### config.mk
export PLATFORM = sky130hd
export DESIGN_NAME = skey_ctrl
export DESIGN_NICKNAME = d
export VERILOG_FILES = /design/src/rtl/skey_pkg.sv /design/src/rtl/skey_ctrl.sv
export SDC_FILE = /design/constraint.sdc
export NUM_CORES = 1
export LEC_CHECK = 0
export BUFFER_PORTS_ARGS = -buffer_cell sky130_fd_sc_hd__buf_2
export CORE_AREA = 2 2 39 41
export DETAILED_ROUTE_END_ITERATION = 10
export DIE_AREA = 0 0 41 43
export PLACE_DENSITY = 0.71
export SYNTH_ARGS = -nofsm -noshare
export SYNTH_HDL_FRONTEND = slang
export SYNTH_SLANG_ARGS = --single-unit
### constraint.sdc
create_clock -name clock -period 2.2 [get_ports clock]
set_input_delay 0.11 -clock clock [delete_from_list [all_inputs] [get_ports clock]]
set_output_delay 0.11 -clock clock [all_outputs]
set_load 0.02 [all_outputs]
### src/rtl/skey_pkg.sv
// ----------------------------------------------------------------------------
// skey_pkg
// Shared widths, controller state codes and the command bundle that the
// sorter controller hands to the cell datapath.
// ----------------------------------------------------------------------------
package skey_pkg;

   localparam int DEFAULT_MAX_ENTRIES = 32;
   localparam int KEY_WIDTH           = 32;
   localparam int TAG_WIDTH           = 16;

   typedef enum logic [1:0] {
      ST_FILL  = 2'b01,
      ST_DRAIN = 2'b10
   } state_type;

   typedef struct packed {
      logic insert;
      logic shift_out;
   } cell_cmd_type;

endpackage

### src/rtl/skey_ctrl.sv
// ----------------------------------------------------------------------------
// skey_ctrl
// Controller: tracks the fill count and overflow flag, accepts records while
// filling, and steps the cell row through the read-out of a sorted run.
// ----------------------------------------------------------------------------
module skey_ctrl #(
   parameter int MAX_ENTRIES = 32,
   parameter int COUNT_WIDTH = $clog2(MAX_ENTRIES + 1)
) (
   input  logic                    clock,
   input  logic                    reset,
   input  logic                    req_valid,
   input  logic                    req_end_of_list,
   output logic                    req_stall,
   output logic                    rsp_valid,
   input  logic                    rsp_stall,
   output logic                    rsp_final_record,
   output logic                    rsp_records_dropped,
   output skey_pkg::cell_cmd_type  cmd,
   output logic [COUNT_WIDTH-1:0]  fill_count
);
   import skey_pkg::*;

   state_type              state_ff, state_in;
   logic [COUNT_WIDTH-1:0] fill_ff, fill_in;
   logic                   overflow_ff, overflow_in;
   logic                   full;
   logic                   req_take;
   logic                   rsp_take;

   assign full     = fill_ff == COUNT_WIDTH'(MAX_ENTRIES);
   assign req_take = req_valid && (state_ff == ST_FILL);
   assign rsp_take = (state_ff == ST_DRAIN) && !rsp_stall;

   always_comb begin
      state_in      = state_ff;
      fill_in       = fill_ff;
      overflow_in   = overflow_ff;
      cmd.insert    = 1'b0;
      cmd.shift_out = 1'b0;
      unique case (state_ff)
         ST_FILL: begin
            if (req_take) begin
               if (full) begin
                  overflow_in = 1'b1;
               end else begin
                  cmd.insert = 1'b1;
                  fill_in    = fill_ff + COUNT_WIDTH'(1);
               end
               if (req_end_of_list) begin
                  state_in = ST_DRAIN;
               end
            end
         end
         ST_DRAIN: begin
            if (rsp_take) begin
               cmd.shift_out = 1'b1;
               fill_in       = fill_ff - COUNT_WIDTH'(1);
               if (fill_ff == COUNT_WIDTH'(1)) begin
                  overflow_in = 1'b0;
                  state_in    = ST_FILL;
               end
            end
         end
         default: begin
            state_in = ST_FILL;
         end
      endcase
   end

   always_ff @(posedge clock) begin
      if (reset) begin
         state_ff    <= ST_FILL;
         fill_ff     <= '0;
         overflow_ff <= 1'b0;
      end else begin
         state_ff    <= state_in;
         fill_ff     <= fill_in;
         overflow_ff <= overflow_in;
      end
   end

   assign req_stall           = state_ff != ST_FILL;
   assign rsp_valid           = state_ff == ST_DRAIN;
   assign rsp_final_record    = fill_ff == COUNT_WIDTH'(1);
   assign rsp_records_dropped = overflow_ff;
   assign fill_count          = fill_ff;

endmodule

[Word level (Yosys, flattened, before mapping)]
Index checks and enable logic that the tools add are counted.
Storage, ports and cells
  input port bits: 5
  logic and storage cells: 42
  register bits: 9
  output and inout bits: 12
Cells by class
  reductions and logical operators: 7
  muxes and demuxes: 19
  add/subtract/negate cells: 2
  equality and inequality tests: 11
Operators by type and width (number)
  two-way mux 6 bit: 3
  one-hot mux 6 bit (2 select lines): 1
  two-way mux 1 bit: 9
  two-way mux 2 bit: 4
  inequality test 2 bit, second input constant: 4
  AND reduction 4 bit: 2
  adder 6 x 1 -> 6 bit, second input constant: 1
  equality test 6 x 1 -> 1 bit, second input constant: 1
  equality test 6 bit, second input constant: 1
  inequality test 2 x 1 -> 1 bit, second input constant: 3
  subtractor 6 x 1 -> 6 bit, second input constant: 1
  AND reduction 5 bit: 1
  one-hot mux 2 bit (2 select lines): 1
  equality test 2 x 1 -> 1 bit, second input constant: 1
  equality test 2 bit, second input constant: 1
  logical AND 1 bit: 2
  one-hot mux 1 bit (2 select lines): 1
  nonzero test 2 bit: 1
  zero test 1 bit: 1

[Depth between registers and ports, before layout]
  depth after elaboration: 4
  depth in mapped cells: 7
  mapped depth without buffers: 6

[Worst setup path after synthesis]
OpenSTA, ideal clock, no wires.
  path kind: register to register
  start: register fill_ff[0] (netlist: fill_count[0])
  end: register fill_ff[5] (netlist: fill_count[5])
  slack: 0.397 ns
  setup time: 0.123 ns
  cell stages (with the launch flop): 5
  period minus slack after synthesis: 1.803 ns
  data required time: 2.077 ns
  arrival time: 1.679 ns
  path buffers: 0
  path through: dfxtp_1 > or4_1 > or3_1 > a22oi_2 > mux2_1
On the way
  longest elaborated chain between the ends: 4
  elaborated cells on any way between the ends: 9
  those cells by class: add/sub: 2; eq/ne: 2; mux: 4; reduce/logical: 1
RTL lines
  from (decl): RTL line skey_ctrl.sv:25  | logic [COUNT_WIDTH-1:0] fill_ff, fill_in;
  from (signal assigned): RTL line skey_ctrl.sv:78  | fill_ff <= fill_in;
  adder 6 x 1 -> 6 bit: RTL line skey_ctrl.sv:48  | fill_in = fill_ff + COUNT_WIDTH'(1);
  two-way mux 6 bit: RTL line skey_ctrl.sv:44  | if (full) begin
  two-way mux 6 bit: RTL line skey_ctrl.sv:43  | if (req_take) begin
  one-hot mux 6 bit (2 select lines): RTL line skey_ctrl.sv:41  | unique case (state_ff)
Several ways; a longest one is shown, not always the timed one. The select of a mux whose other input is x is not followed.
A chain may end at the register's enable or synchronous reset.

[Final worst setup path]
  start: register state_ff[0]
  end: register fill_ff[4] (netlist: fill_count[4])
On the way
  longest elaborated chain between the ends: 4
  elaborated cells on any way between the ends: 10
  those cells by class: eq/ne: 5; mux: 1; reduce/logical: 4
RTL lines
  from (decl): RTL line skey_ctrl.sv:24  | state_type state_ff, state_in;
  from (signal assigned): RTL line skey_ctrl.sv:77  | state_ff <= state_in;
  equality test 2 x 1 -> 1 bit / equality test 2 bit (equally long branches): RTL line skey_ctrl.sv:32, skey_ctrl.sv:41, skey_ctrl.sv:33
  logical AND 1 bit (on tied branches): RTL line skey_ctrl.sv:32, skey_ctrl.sv:33
  inequality test 2 bit (no source line) / inequality test 2 x 1 -> 1 bit (equally long branches)
  AND reduction 4 bit (no source line)
Several ways; a longest one is shown, not always the timed one.

==> reports/results.env <==
PORT_BUF_INSERTS=16
YOSYS.AREA.TOP_TYPE_SHARE_PCT=29.6
SYN_NETS=79
POSTSYNTHAREAPERCELL_UM2=8.69
WORST_REL_SLEW_SLACK_PCT=73.9
ANTENNADIODECOUNT=0
WORST_SLACK_PS=369
MOST_COMMON_CELL_AFTER_LAYOUT_FILL_AND_TAPS_ASIDE='buf_2'
NETLIST_AREA_UM2=608
ROUTEDWLPERCELL_UM=12.8
DESIGN.PORTCOUNT=17
FIRST_PASS_GRT_WIRE_LENGTH_MM=2.12
TIMING.CRITICAL_PATH.TO_TYPE='flip-flop'
CRITICAL_PATH_ARRIVAL_PS=1980
GRT_PASS1_VIAS=527
CRIT_PATH_MAX_FANOUT=10
SETUP_TNS_PS=0
TIMING.SETUP.CRITICAL_PATH_CLASS='flip-flop to flip-flop'
DETAILEDROUTE.FIRSTPASSITERATIONCOUNT=4
POST-CTS-SETUP-BUFFERS=0
DIE_SPAN_IN_X_UM=41
TIGHTEST_SLEW_PS=392
MOSTFREQUENTLAYOUTCELLS='buf_2 (16), dfxtp_1 (9), inv_1 (8)'
POWER_LEAKAGE_nW=0.366
STDCELL_AREA_UM2=708
CRIT_PATH_TO='fill_count[4]$_SDFFE_PP0P_'
GRT-OVFL-TOTAL=0
FLOORPLAN.ROWS=14
CTS_SINKS=9
DETAILROUTE.VIA_COUNT=583
CTS-ROOT-BUF='clkbuf_4'
GRT_SETUP_UNREPAIRED='false'
R2R-END='fill_count[4]$_SDFFE_PP0P_'
CTS.REPORTEDPATHS.CLKPINSLEW_PS=60
GRT_ANTENNA_BEFORE_REPAIR=0
CTS_BUFFER_DEPTH=2
CORE_UM2=1380
HTREE_LEVELS=1
RATIO_OF_CELLS_WITH_DRIVE_ABOVE_1_IN_THE_FINAL_LAYOUT_PCT=28.7
TOTALWIRELENGTH_MM=1.32
CTS-HOLD-FIX-BUFFERS=0
TRITONCTS.NUM_BUFFERS=3
VDD.IR_DROP.WORST_mV=0.287
YOSYS.AREA.TOP_TYPE='dfxtp_1'
REPORT.FINAL.SETUP_VIOL=0
FINAL_ANTENNA_NET_COUNT=0
PLACEMENT.SETUP.WORST_SLACK_PS=360
STATUS='completed'
FIN_NETS=97
SYNTHTOLAYOUTAREAGROWTH_PCT=16.5
WORSTPATHREQUIRED_PS=2350
CRIT_START='state_ff[0]$_SDFFE_PP1P_'
YS_SEQ_ELEMENTS=9
SETUP.WORST_PATH.START_CLASS='flip-flop'
WORSTPATHCELLLIST='nand2b_1 > or4b_1 > a22oi_2 > mux2_1'
REG2REG_SETUP_SLACK_PS=370
FF2FF_PATH_DEPTH=4
CTS_TREE='built'
YOSYSWARNINGCOUNT=0
POST-ROUTE-MIN-PERIOD_PS=1830
SYNTH.DISTINCT_CELLS=29
SYNTH_AREA_LEADERS='dfxtp_1 (30%), ha_1 (8.2%), inv_1 (4.9%)'
TOTALPOWERFINAL_W=0.000392
HOLD_CLASS='primary input to flip-flop'
GLOBALROUTETOTALUTIL_PCT=17.8
PLACE_CONGESTION=0.779
CLOCK.FMAX_GHz=0.546
POSTSYNTHCELLCOUNT=70
FIN_UTIL_PCT=51.2
DIE_AREA_UM2=1760
TIMING.CLOCK.SKEW_PS=4.53
INITIAL_UTILIZATION_PCT=43.9
CLKLATENCYLATEPIN_PS=260
FINALCRITPERIODSHARE_PCT=83.2
FIRST_ITER_VIOLATIONS=12
REMAINING_DRC_ERRORS=0
FINALMAXSLEWVIOLATIONS=0
ROUTED_VIA_DENSITY=5.66
POSTCTSRESIZEDCELLS=0
FLOORPLAN.DIE.HEIGHT_UM=43
PIN_COUNT_OF_THE_BIGGEST_NET_ENTERING_GLOBAL_ROUTING=14
YOSYSSEQAREASHARE_PCT=29.6
FILLER_CELL_COUNT_IN_THE_FINAL_LAYOUT=137
MAX_CAP_VIOL_COUNT=0
CRIT-REG2REG-LAUNCH='state_ff[0]$_SDFFE_PP1P_'
POWER.DENSITY_CELL_AREA_nW_PER_UM2=554
POST_PLACE_INSTANCE_AREA_UM2=682
HOLD_VIOL=0
SLOWEST_DELAY_PS=580
CPMAXSTAGEDELAYCELL='or4b_1'
==> worst min path at each step <==
stage                    start                        to  depth (start not counted)
6_report       req_end_of_list  state_ff[1]$_SDFFE_PP0P_                          3
5_1_grt        req_end_of_list  state_ff[1]$_SDFFE_PP0P_                          3
4_1_cts        req_end_of_list  state_ff[1]$_SDFFE_PP0P_                          3
3_5_place_dp   req_end_of_list  state_ff[1]$_SDFFE_PP0P_                          3
3_3_place_gp   req_end_of_list  state_ff[1]$_SDFFE_PP0P_                          3
2_1_floorplan  req_end_of_list  state_ff[1]$_SDFFE_PP0P_                          2
==> layer usage <==
layer | up-vias | part of all wire [%] | global-route usage, %
met1 | 278 | 43 | 19.6
met4 | 0 | 2.1 | 10.7
met3 | 5 | 5.4 | 4.71
li1 | 284 | - | -
met5 | - | 0 | 0
met2 | 16 | 49 | 28.4
==> sequential cells by signal, indices dropped and copies added (netlist names) <==
name	flops
fill_count	6
state_ff	2
rsp_records_dropped	1
==> report_power, final <==
part | leakage (nW) | switching (W) | total [W] | internal (W)
combinational | 0.277 | 0.0000474 | 0.0000786 | 0.0000312
clock | 0.0150 | 0.0000629 | 0.000133 | 0.0000700
sequential | 0.0733 | 0.0000116 | 0.000181 | 0.000169
total | 0.366 | 0.000122 | 0.000392 | 0.000271
==> through the flow <==
stage / instances / hold slack (ps)
final: 103 / 127
after global placement: 99 / 389
after floorplan: 70 / 270
after detailed placement: 99 / 399
after CTS: 103 / 122
after global routing: 103 / 137
==> synthesized netlist by cell type (all sizes together) <==
cell type / count
dfxtp: 9
inv: 8
a21oi: 5
ha: 4
mux2: 4
nand4: 4
nor2: 4
nor2b: 4
a22oi: 3
nor3: 3
and3: 2
buf: 2
nand2: 2
nand3b: 2
or4: 2
a21o: 1
a311oi: 1
a31o: 1
clkbuf: 1
mux2i: 1
nand2b: 1
o211ai: 1
o41ai: 1
or2: 1
or3: 1
or4b: 1
xnor2: 1
==> cell families after synthesis <==
| kind of cell | share of synthesized area [%] |
|---|---|
| simple gates | 26.1 |
| compound gates | 16.3 |
| buf+inv | 9.26 |
| flops | 29.6 |
| mux | 9.05 |
| fa+ha+maj | 8.23 |
| xor+xnor | 1.44 |
==> critical path, delay by kind of cell (launching register included) <==
kind               cells  cell delay [ps]
muxes                  1              330
AOI/OAI and AO/OA      1              140
and+or+nand+nor        2              900
DFF                    1              340
==> cell type report <==
type / instances / area (um2) / area share [%]
clock buffers: 4 / 26.3 / 3.71
inverters: 8 / 30.0 / 4.24
multi-input cells: 50 / 372 / 52.5
flip-flops and latches: 9 / 180 / 25.4
well taps: 16 / 20.0 / 2.83
repair buffers: 16 / 80.1 / 11.3
No activity file was read; power rests on OpenSTA's default activity.
