`config.mk`:
```
export PLATFORM = sky130hd
export DESIGN_NAME = skey_cells
export DESIGN_NICKNAME = d
export VERILOG_FILES = /design/src/rtl/skey_pkg.sv /design/src/rtl/skey_cells.sv
export SDC_FILE = /design/constraint.sdc
export NUM_CORES = 2
export LEC_CHECK = 0
export BUFFER_PORTS_ARGS = -buffer_cell sky130_fd_sc_hd__buf_4
export CORE_ASPECT_RATIO = 1.5
export CORE_MARGIN = 4
export CORE_UTILIZATION = 29
export CTS_CLUSTER_SIZE = 40
export DETAILED_ROUTE_END_ITERATION = 8
export GPL_TIMING_DRIVEN = 0
export SYNTH_ARGS = -nofsm -noshare
export SYNTH_HDL_FRONTEND = slang
export SYNTH_SLANG_ARGS = --single-unit
```
`constraint.sdc`:
```
create_clock -name clock -period 17.2 [get_ports clock]
set_clock_uncertainty 0.05 [all_clocks]
set_input_delay 3.44 -clock clock [delete_from_list [all_inputs] [get_ports clock]]
set_output_delay 3.44 -clock clock [all_outputs]
set_load 0.03 [all_outputs]
```
`src/rtl/skey_pkg.sv`:
```
// ----------------------------------------------------------------------------
// skey_pkg
// Shared widths, controller state codes and the command bundle that the
// sorter controller hands to the cell datapath.
// ----------------------------------------------------------------------------
package skey_pkg;

   localparam int DEFAULT_MAX_ENTRIES = 32;
   localparam int KEY_WIDTH           = 32;
   localparam int TAG_WIDTH           = 16;

   typedef enum logic [1:0] {
      ST_FILL  = 2'b01,
      ST_DRAIN = 2'b10
   } state_type;

   typedef struct packed {
      logic insert;
      logic shift_out;
   } cell_cmd_type;

endpackage

```
`src/rtl/skey_cells.sv`:
```
// ----------------------------------------------------------------------------
// skey_cells
// Row of compare-and-shift cells. An insert places the new record behind all
// entries with a smaller or equal key; a shift moves the row one place toward
// cell 0 while the sorted run is read out.
// ----------------------------------------------------------------------------
module skey_cells #(
   parameter int MAX_ENTRIES = 32,
   parameter int COUNT_WIDTH = $clog2(MAX_ENTRIES + 1)
) (
   input  logic                                 clock,
   input  skey_pkg::cell_cmd_type               cmd,
   input  logic [COUNT_WIDTH-1:0]               fill_count,
   input  logic signed [skey_pkg::KEY_WIDTH-1:0] new_key,
   input  logic [skey_pkg::TAG_WIDTH-1:0]       new_tag,
   output logic signed [skey_pkg::KEY_WIDTH-1:0] head_key,
   output logic [skey_pkg::TAG_WIDTH-1:0]       head_tag
);
   import skey_pkg::*;

   logic signed [KEY_WIDTH-1:0] key_ff [MAX_ENTRIES];
   logic signed [KEY_WIDTH-1:0] key_in [MAX_ENTRIES];
   logic [TAG_WIDTH-1:0]        tag_ff [MAX_ENTRIES];
   logic [TAG_WIDTH-1:0]        tag_in [MAX_ENTRIES];
   logic [MAX_ENTRIES-1:0]      greater;

   genvar i;
   generate
      for (i = 0; i < MAX_ENTRIES; i++) begin : g_cell
         logic below_fill;
         logic at_fill;
         logic prev_greater;

         assign below_fill = COUNT_WIDTH'(i) < fill_count;
         assign at_fill    = COUNT_WIDTH'(i) == fill_count;
         // Only occupied entries take part; the row is sorted, so this is a
         // contiguous run at the top of the occupied region.
         assign greater[i] = below_fill && (key_ff[i] > new_key);

         if (i == 0) begin : g_first
            assign prev_greater = 1'b0;
         end else begin : g_rest
            assign prev_greater = greater[i-1];
         end

         always_comb begin
            key_in[i] = key_ff[i];
            tag_in[i] = tag_ff[i];
            if (cmd.insert) begin
               if (prev_greater) begin
                  if (i > 0) begin
                     key_in[i] = key_ff[(i > 0) ? i - 1 : 0];
                     tag_in[i] = tag_ff[(i > 0) ? i - 1 : 0];
                  end
               end else if (greater[i] || at_fill) begin
                  key_in[i] = new_key;
                  tag_in[i] = new_tag;
               end
            end else if (cmd.shift_out) begin
               if (i < MAX_ENTRIES - 1) begin
                  key_in[i] = key_ff[(i < MAX_ENTRIES - 1) ? i + 1 : i];
                  tag_in[i] = tag_ff[(i < MAX_ENTRIES - 1) ? i + 1 : i];
               end
            end
         end

         always_ff @(posedge clock) begin
            key_ff[i] <= key_in[i];
            tag_ff[i] <= tag_in[i];
         end
      end
   endgenerate

   assign head_key = key_ff[0];
   assign head_tag = tag_ff[0];

endmodule

```
After elaboration in Yosys (flattened, before gate mapping) --
Memory sizes are Yosys's and may differ from the RTL's. Index checks and enable logic that the tools add are counted.
Storage, ports and cells: register bits after elaboration 0, memory bits (writable) 1536, output and inout bits 48, memories 2
Memory list:
- key_ff | depth 32, width 32, rd ports 32, clocked after Yosys merged registers in 0, write ports 32, line skey_cells.sv:21 | logic signed [KEY_WIDTH-1:0] key_ff [MAX_ENTRIES];
- tag_ff | depth 32, width 16, rd ports 32, clocked after Yosys merged registers in 0, write ports 32, line skey_cells.sv:23 | logic [TAG_WIDTH-1:0] tag_ff [MAX_ENTRIES];
Operators by class: magnitude comparators 64, equal/unequal tests 31, muxes and demuxes 252, reductions and logical operators 65
Operators by type and width (count):
- 32-bit 2-to-1 mux | 126
- 16-bit 2-to-1 mux | 126
- 32-bit > comparator | 32
- 5-bit by 6-bit equality test with 1-bit output, first input constant | 16
- 5-bit by 6-bit less-than comparator with 1-bit output, first input constant | 16
- 4-bit by 6-bit equality test with 1-bit output, first input constant | 8
- 4-bit by 6-bit less-than comparator with 1-bit output, first input constant | 8
- 1-bit logical AND | 32
- 1-bit logical OR | 32
- 3-bit by 6-bit equality test with 1-bit output, first input constant | 4
- 3-bit by 6-bit less-than comparator with 1-bit output, first input constant | 4
- 2-bit by 6-bit equality test with 1-bit output, first input constant | 2
- 1-bit by 6-bit less-than comparator with 1-bit output, first input constant | 2
- 2-bit by 6-bit less-than comparator with 1-bit output, first input constant | 2
- 1-bit by 6-bit equality test with 1-bit output, first input constant | 1
- 6-bit logical NOT | 1

Logic depth before layout (Yosys ltp) --
An unclocked memory read counts as a cell.
depth after elaboration 7, gate-level depth with buffers 14, mapped depth without buffers 10

Worst setup path before layout --
Ideal clock, no wire load.
path kind input -> register, start point input port new_key[31] in the netlist's numbering, end point memory key_ff[1][0], in the netlist key_ff[0][32] (enable), setup time 0.482 ns, arrival time 9.096 ns, slack 7.572 ns, cell stages on the path 12, cells stage by stage clkbuf_1 -> clkbuf_1 -> inv_1 -> ha_1 -> nand4_1 -> nor4b_1 -> o41ai_1 -> nor4bb_1 -> nor3_1 -> clkbuf_1 -> nor2_1 -> a31oi_1
RTL lines:
- start: declaration | line skey_cells.sv:14 | input logic signed [skey_pkg::KEY_WIDTH-1:0] new_key,
- end: declaration | line skey_cells.sv:21

==> results.json <==
{
  "synth.net_count": 11000,
  "tritoncts": "built",
  "route.antenna.remaining_nets": 0,
  "globalRouteTotalUtil_pct": 29.1,
  "leakagePower_uw": 0.0468,
  "fp.dieArea_um2": 356000,
  "fmax_mhz": 86.8,
  "worst_setup_path_start_kind": "primary input",
  "min_period_ns": 11.52,
  "initial_core_util_pct": 29.1,
  "clock_tree.buffer_depth": 4,
  "fin_total_pwr_uw": 19200,
  "ctsHoldBuffers": 0,
  "detail_route.iter0.violations": 10700,
  "cts-buffers-inserted": 168,
  "cts_setup_buffers": 0,
  "drcViolationCount": 0,
  "comb_power_share_pct": 39.7,
  "crit_path_max_fanout": 23,
  "p_seq_share_pct": 40.4,
  "clock_power_share_pct": 19.9,
  "clk_pin_slew_ns": 0.07,
  "hold_slack_ns": 0.499,
  "clock_sinks": 1536,
  "failed_checks": "max-capacitance violations, max-slew violations",
  "timing.final.crit_share_pct": 67.0,
  "port_buffer_cells": 101,
  "fin_ws_ns": 5.68,
  "worst_setup_path_end_kind": "register",
  "via_count_of_the_first_global_routing_pass": 89300,
  "vias_per_cell": 6.04,
  "yosys.cell_count.top_type": "sky130_fd_sc_hd__edfxtp_1",
  "grt_overflow": 0,
  "fin_util_pct": 33.4,
  "setup_viol": 0,
  "post-place-ws_ns": 5.34,
  "synth-warning-count": 0,
  "outcome": "finished, violations left",
  "synth_top_cells_by_count": "sky130_fd_sc_hd__edfxtp_1 (1536), sky130_fd_sc_hd__a21oi_1 (1116), sky130_fd_sc_hd__ha_1 (1024), sky130_fd_sc_hd__nor2_1 (905), sky130_fd_sc_hd__inv_1 (709)",
  "floorplan.die.width_um": 488,
  "fp-row-count": 264,
  "slew_violations": 154,
  "filler_cells_inserted": 35600,
  "final_hold_viol_count": 0,
  "gp_routability_congestion": 1.01,
  "synth_top_cells_by_area": "sky130_fd_sc_hd__edfxtp_1 (46%), sky130_fd_sc_hd__ha_1 (13%), sky130_fd_sc_hd__mux2i_1 (6.6%)",
  "yosysTopAreaCell": "sky130_fd_sc_hd__edfxtp_1",
  "route.final.wire_length_um": 540000,
  "io_pins": 105,
  "fraction_of_the_yosys_area_taken_by_sequential_cells_pct": 46.0,
  "postSynth.asyncResetShare_pct": 0,
  "data_arrival_time_of_the_critical_path_ns": 12.01,
  "number_of_antenna_violations_at_the_first_check_in_global_routing": 48,
  "cap_violations": 19,
  "ctsHtreeMaxLevel": 4,
  "detailroute.via_count": 90400,
  "post_cts_resized": 0,
  "worst_slew_pin_slew_ns": 1.63,
  "placedInstanceArea_um2": 110000,
  "post_route_cells_drive_above_1_share_pct": 8.08,
  "grt_first_pass_wirelength_um": 719000,
  "worst_ep_required_time_ns": 17.69,
  "synth_edf_count": 1536,
  "max-vdd-ir-drop_mv": 0.0913,
  "finalInstanceArea_um2": 115000,
  "hold_path_class": "reg -> reg",
  "avgSynthCellArea_um2": 10.1,
  "critPathKind": "in -> reg",
  "clock_tree.root_cell": "sky130_fd_sc_hd__clkbuf_16",
  "net-switching-power_uw": 8300,
  "relSlewSlack_pct": -8.90,
  "maximum_number_of_pins_on_one_net_before_global_route_repair": 34,
  "power.share.switching_pct": 43.2,
  "clock_insertion_delay_worst_skew_ns": 0.91,
  "fp.coreArea_um2": 345000,
  "finish.net_count": 11400,
  "top_reg_cell_synth": "sky130_fd_sc_hd__edfxtp_1",
  "syn_to_final_growth_pct": 14.8,
  "avgRoutedWirePerCell_um": 36.1,
  "mappedNetlistArea_um2": 100000,
  "yosysUniqueCellTypes": 77,
  "chipHeight_um": 728,
  "intPower_uw": 10900,
  "drtPass1Iterations": 8,
  "yosys.area.top_type_share_pct": 46.0,
  "synth-seq-cells": 1536,
  "p_per_area_nw_per_um2": 167,
  "netlist_instances": 9914,
  "dp_hpwl_um": 425000,
  "grt_setup_unrepaired": "false"
}
[cells in the final DEF, fill, tap and decap left out, types with 14 or more instances in the layout]
| master | netlist | layout |
|---|---|---|
| sky130_fd_sc_hd__edfxtp_1 | 1536 | 1536 |
| sky130_fd_sc_hd__nor3_1 | 45 | 43 |
| sky130_fd_sc_hd__o211ai_1 | 36 | 36 |
| sky130_fd_sc_hd__a31oi_4 | 0 | 14 |
| sky130_fd_sc_hd__clkinv_1 | 0 | 38 |
| sky130_fd_sc_hd__nand4_1 | 191 | 191 |
| sky130_fd_sc_hd__diode_2 | 0 | 31 |
| sky130_fd_sc_hd__mux2_2 | 48 | 48 |
| sky130_fd_sc_hd__clkbuf_16 | 0 | 170 |
| sky130_fd_sc_hd__nand2_1 | 616 | 616 |
| sky130_fd_sc_hd__nor2b_1 | 53 | 53 |
| sky130_fd_sc_hd__clkbuf_2 | 0 | 94 |
| sky130_fd_sc_hd__a21o_1 | 108 | 108 |
| sky130_fd_sc_hd__buf_1 | 30 | 30 |
| sky130_fd_sc_hd__nor4_1 | 31 | 31 |
| sky130_fd_sc_hd__o31ai_1 | 17 | 17 |
| sky130_fd_sc_hd__buf_12 | 0 | 72 |
| sky130_fd_sc_hd__inv_1 | 709 | 678 |
| sky130_fd_sc_hd__nand2b_1 | 16 | 16 |
| sky130_fd_sc_hd__inv_2 | 0 | 27 |
| sky130_fd_sc_hd__o21ai_0 | 216 | 216 |
| sky130_fd_sc_hd__a211oi_1 | 33 | 33 |
| sky130_fd_sc_hd__and4_1 | 45 | 45 |
| sky130_fd_sc_hd__buf_2 | 126 | 126 |
| sky130_fd_sc_hd__buf_4 | 55 | 157 |
| sky130_fd_sc_hd__mux2i_1 | 663 | 663 |
| sky130_fd_sc_hd__a21oi_1 | 1116 | 1111 |
| sky130_fd_sc_hd__clkbuf_1 | 581 | 519 |
| sky130_fd_sc_hd__ha_1 | 1024 | 1024 |
| sky130_fd_sc_hd__o21a_1 | 65 | 65 |
| sky130_fd_sc_hd__a31oi_1 | 178 | 164 |
| sky130_fd_sc_hd__o221ai_1 | 594 | 594 |
| sky130_fd_sc_hd__clkinv_2 | 0 | 24 |
| sky130_fd_sc_hd__nor2_1 | 905 | 904 |
| sky130_fd_sc_hd__buf_16 | 0 | 34 |
| sky130_fd_sc_hd__a221oi_1 | 21 | 21 |
| sky130_fd_sc_hd__a21boi_0 | 20 | 20 |
| sky130_fd_sc_hd__bufinv_16 | 0 | 18 |
| sky130_fd_sc_hd__nand3_1 | 671 | 671 |
[metrics by stage]
stage / std cells / setup TNS (ns)
6_report: 15000 / 0
4_1_cts: 14900 / 0
5_1_grt: 14900 / 0
2_1_floorplan: 9914 / 0
3_5_place_dp: 14600 / 0
3_3_place_gp: 14500 / -137.96
[final timing paths]
check	from	end	slack, ns	cells after the start
max	new_key[31]	tag_ff[0][18]$_DFFE_PP_	5.68	17
min reg2reg	tag_ff[1][234]$_DFFE_PP_	tag_ff[1][250]$_DFFE_PP_	0.50	1
min	tag_ff[1][234]$_DFFE_PP_	tag_ff[1][250]$_DFFE_PP_	0.50	1
max reg2reg	key_ff[0][1]$_DFFE_PP_	tag_ff[0][18]$_DFFE_PP_	10.89	13
[final cells by class]
type / count / area [µm²] / share of cell area (%)
Antenna cell: 31 / 77.6 / 0.0673
Buffer: 794 / 3480 / 3.02
Clock buffer: 201 / 4370 / 3.79
Sequential cell: 1536 / 46100 / 40.0
Inverter: 709 / 2670 / 2.32
Tap cell: 4522 / 5660 / 4.91
Timing Repair Buffer: 212 / 3190 / 2.77
Clock inverter: 91 / 918 / 0.797
Multi-Input combinational cell: 6875 / 48700 / 42.3
[sequential cells by signal, summed over array words and instances, names as in the netlist]
register,flops
key_ff,1024
tag_ff,512
[routing by layer]
layer / global-route usage (%) / wire length, µm
met2: 47.8 / 249000
met1: 31.1 / 182000
met4: 29.3 / 68400
met5: 0 / 103
met3: 4.96 / 40500
[critical path: stages]
cell and delay, ns:
sky130_fd_sc_hd__buf_4 0.12, sky130_fd_sc_hd__clkbuf_1 1.03, sky130_fd_sc_hd__clkbuf_1 1.12, sky130_fd_sc_hd__inv_2 0.48, sky130_fd_sc_hd__buf_12 0.32, sky130_fd_sc_hd__ha_1 0.42
sky130_fd_sc_hd__nand4_1 0.20, sky130_fd_sc_hd__nor4b_2 0.80, sky130_fd_sc_hd__o41ai_1 0.50, sky130_fd_sc_hd__nor4bb_1 0.28, sky130_fd_sc_hd__nor3_2 0.33, sky130_fd_sc_hd__buf_6 0.22
sky130_fd_sc_hd__clkbuf_1 0.95, sky130_fd_sc_hd__nor2_1 0.30, sky130_fd_sc_hd__a31oi_4 0.78, sky130_fd_sc_hd__buf_16 0.24, sky130_fd_sc_hd__buf_12 0.20
[power groups by stage]
| stage | Sequential, µW | Clock (µW) | Combinational [µW] |
|---|---|---|---|
| after floorplan | 6840 | 0 | 4810 |
| after global placement | 7930 | 0 | 6960 |
| after detailed placement | 7770 | 0 | 7350 |
| after CTS | 7710 | 3810 | 7390 |
| after global routing | 7760 | 3930 | 8140 |
| final | 7760 | 3820 | 7620 |
[cell families (layout without fill, tap and decap cells)]
kind of cell             Yosys count  count (layout)  share of synthesized area, %
AO/OA/AOI/OAI                   2514            2514                          16.2
flip-flops                      1536            1536                          46.0
adder cells (fa/ha/maj)         1024            1024                          12.8
other                              0              31                             0
AND/OR/NAND/NOR                 2626            2626                          11.9
multiplexers                     711             711                          7.15
buffers and inverters           1503            2007                          6.00
(Power assumes the default switching activity.)
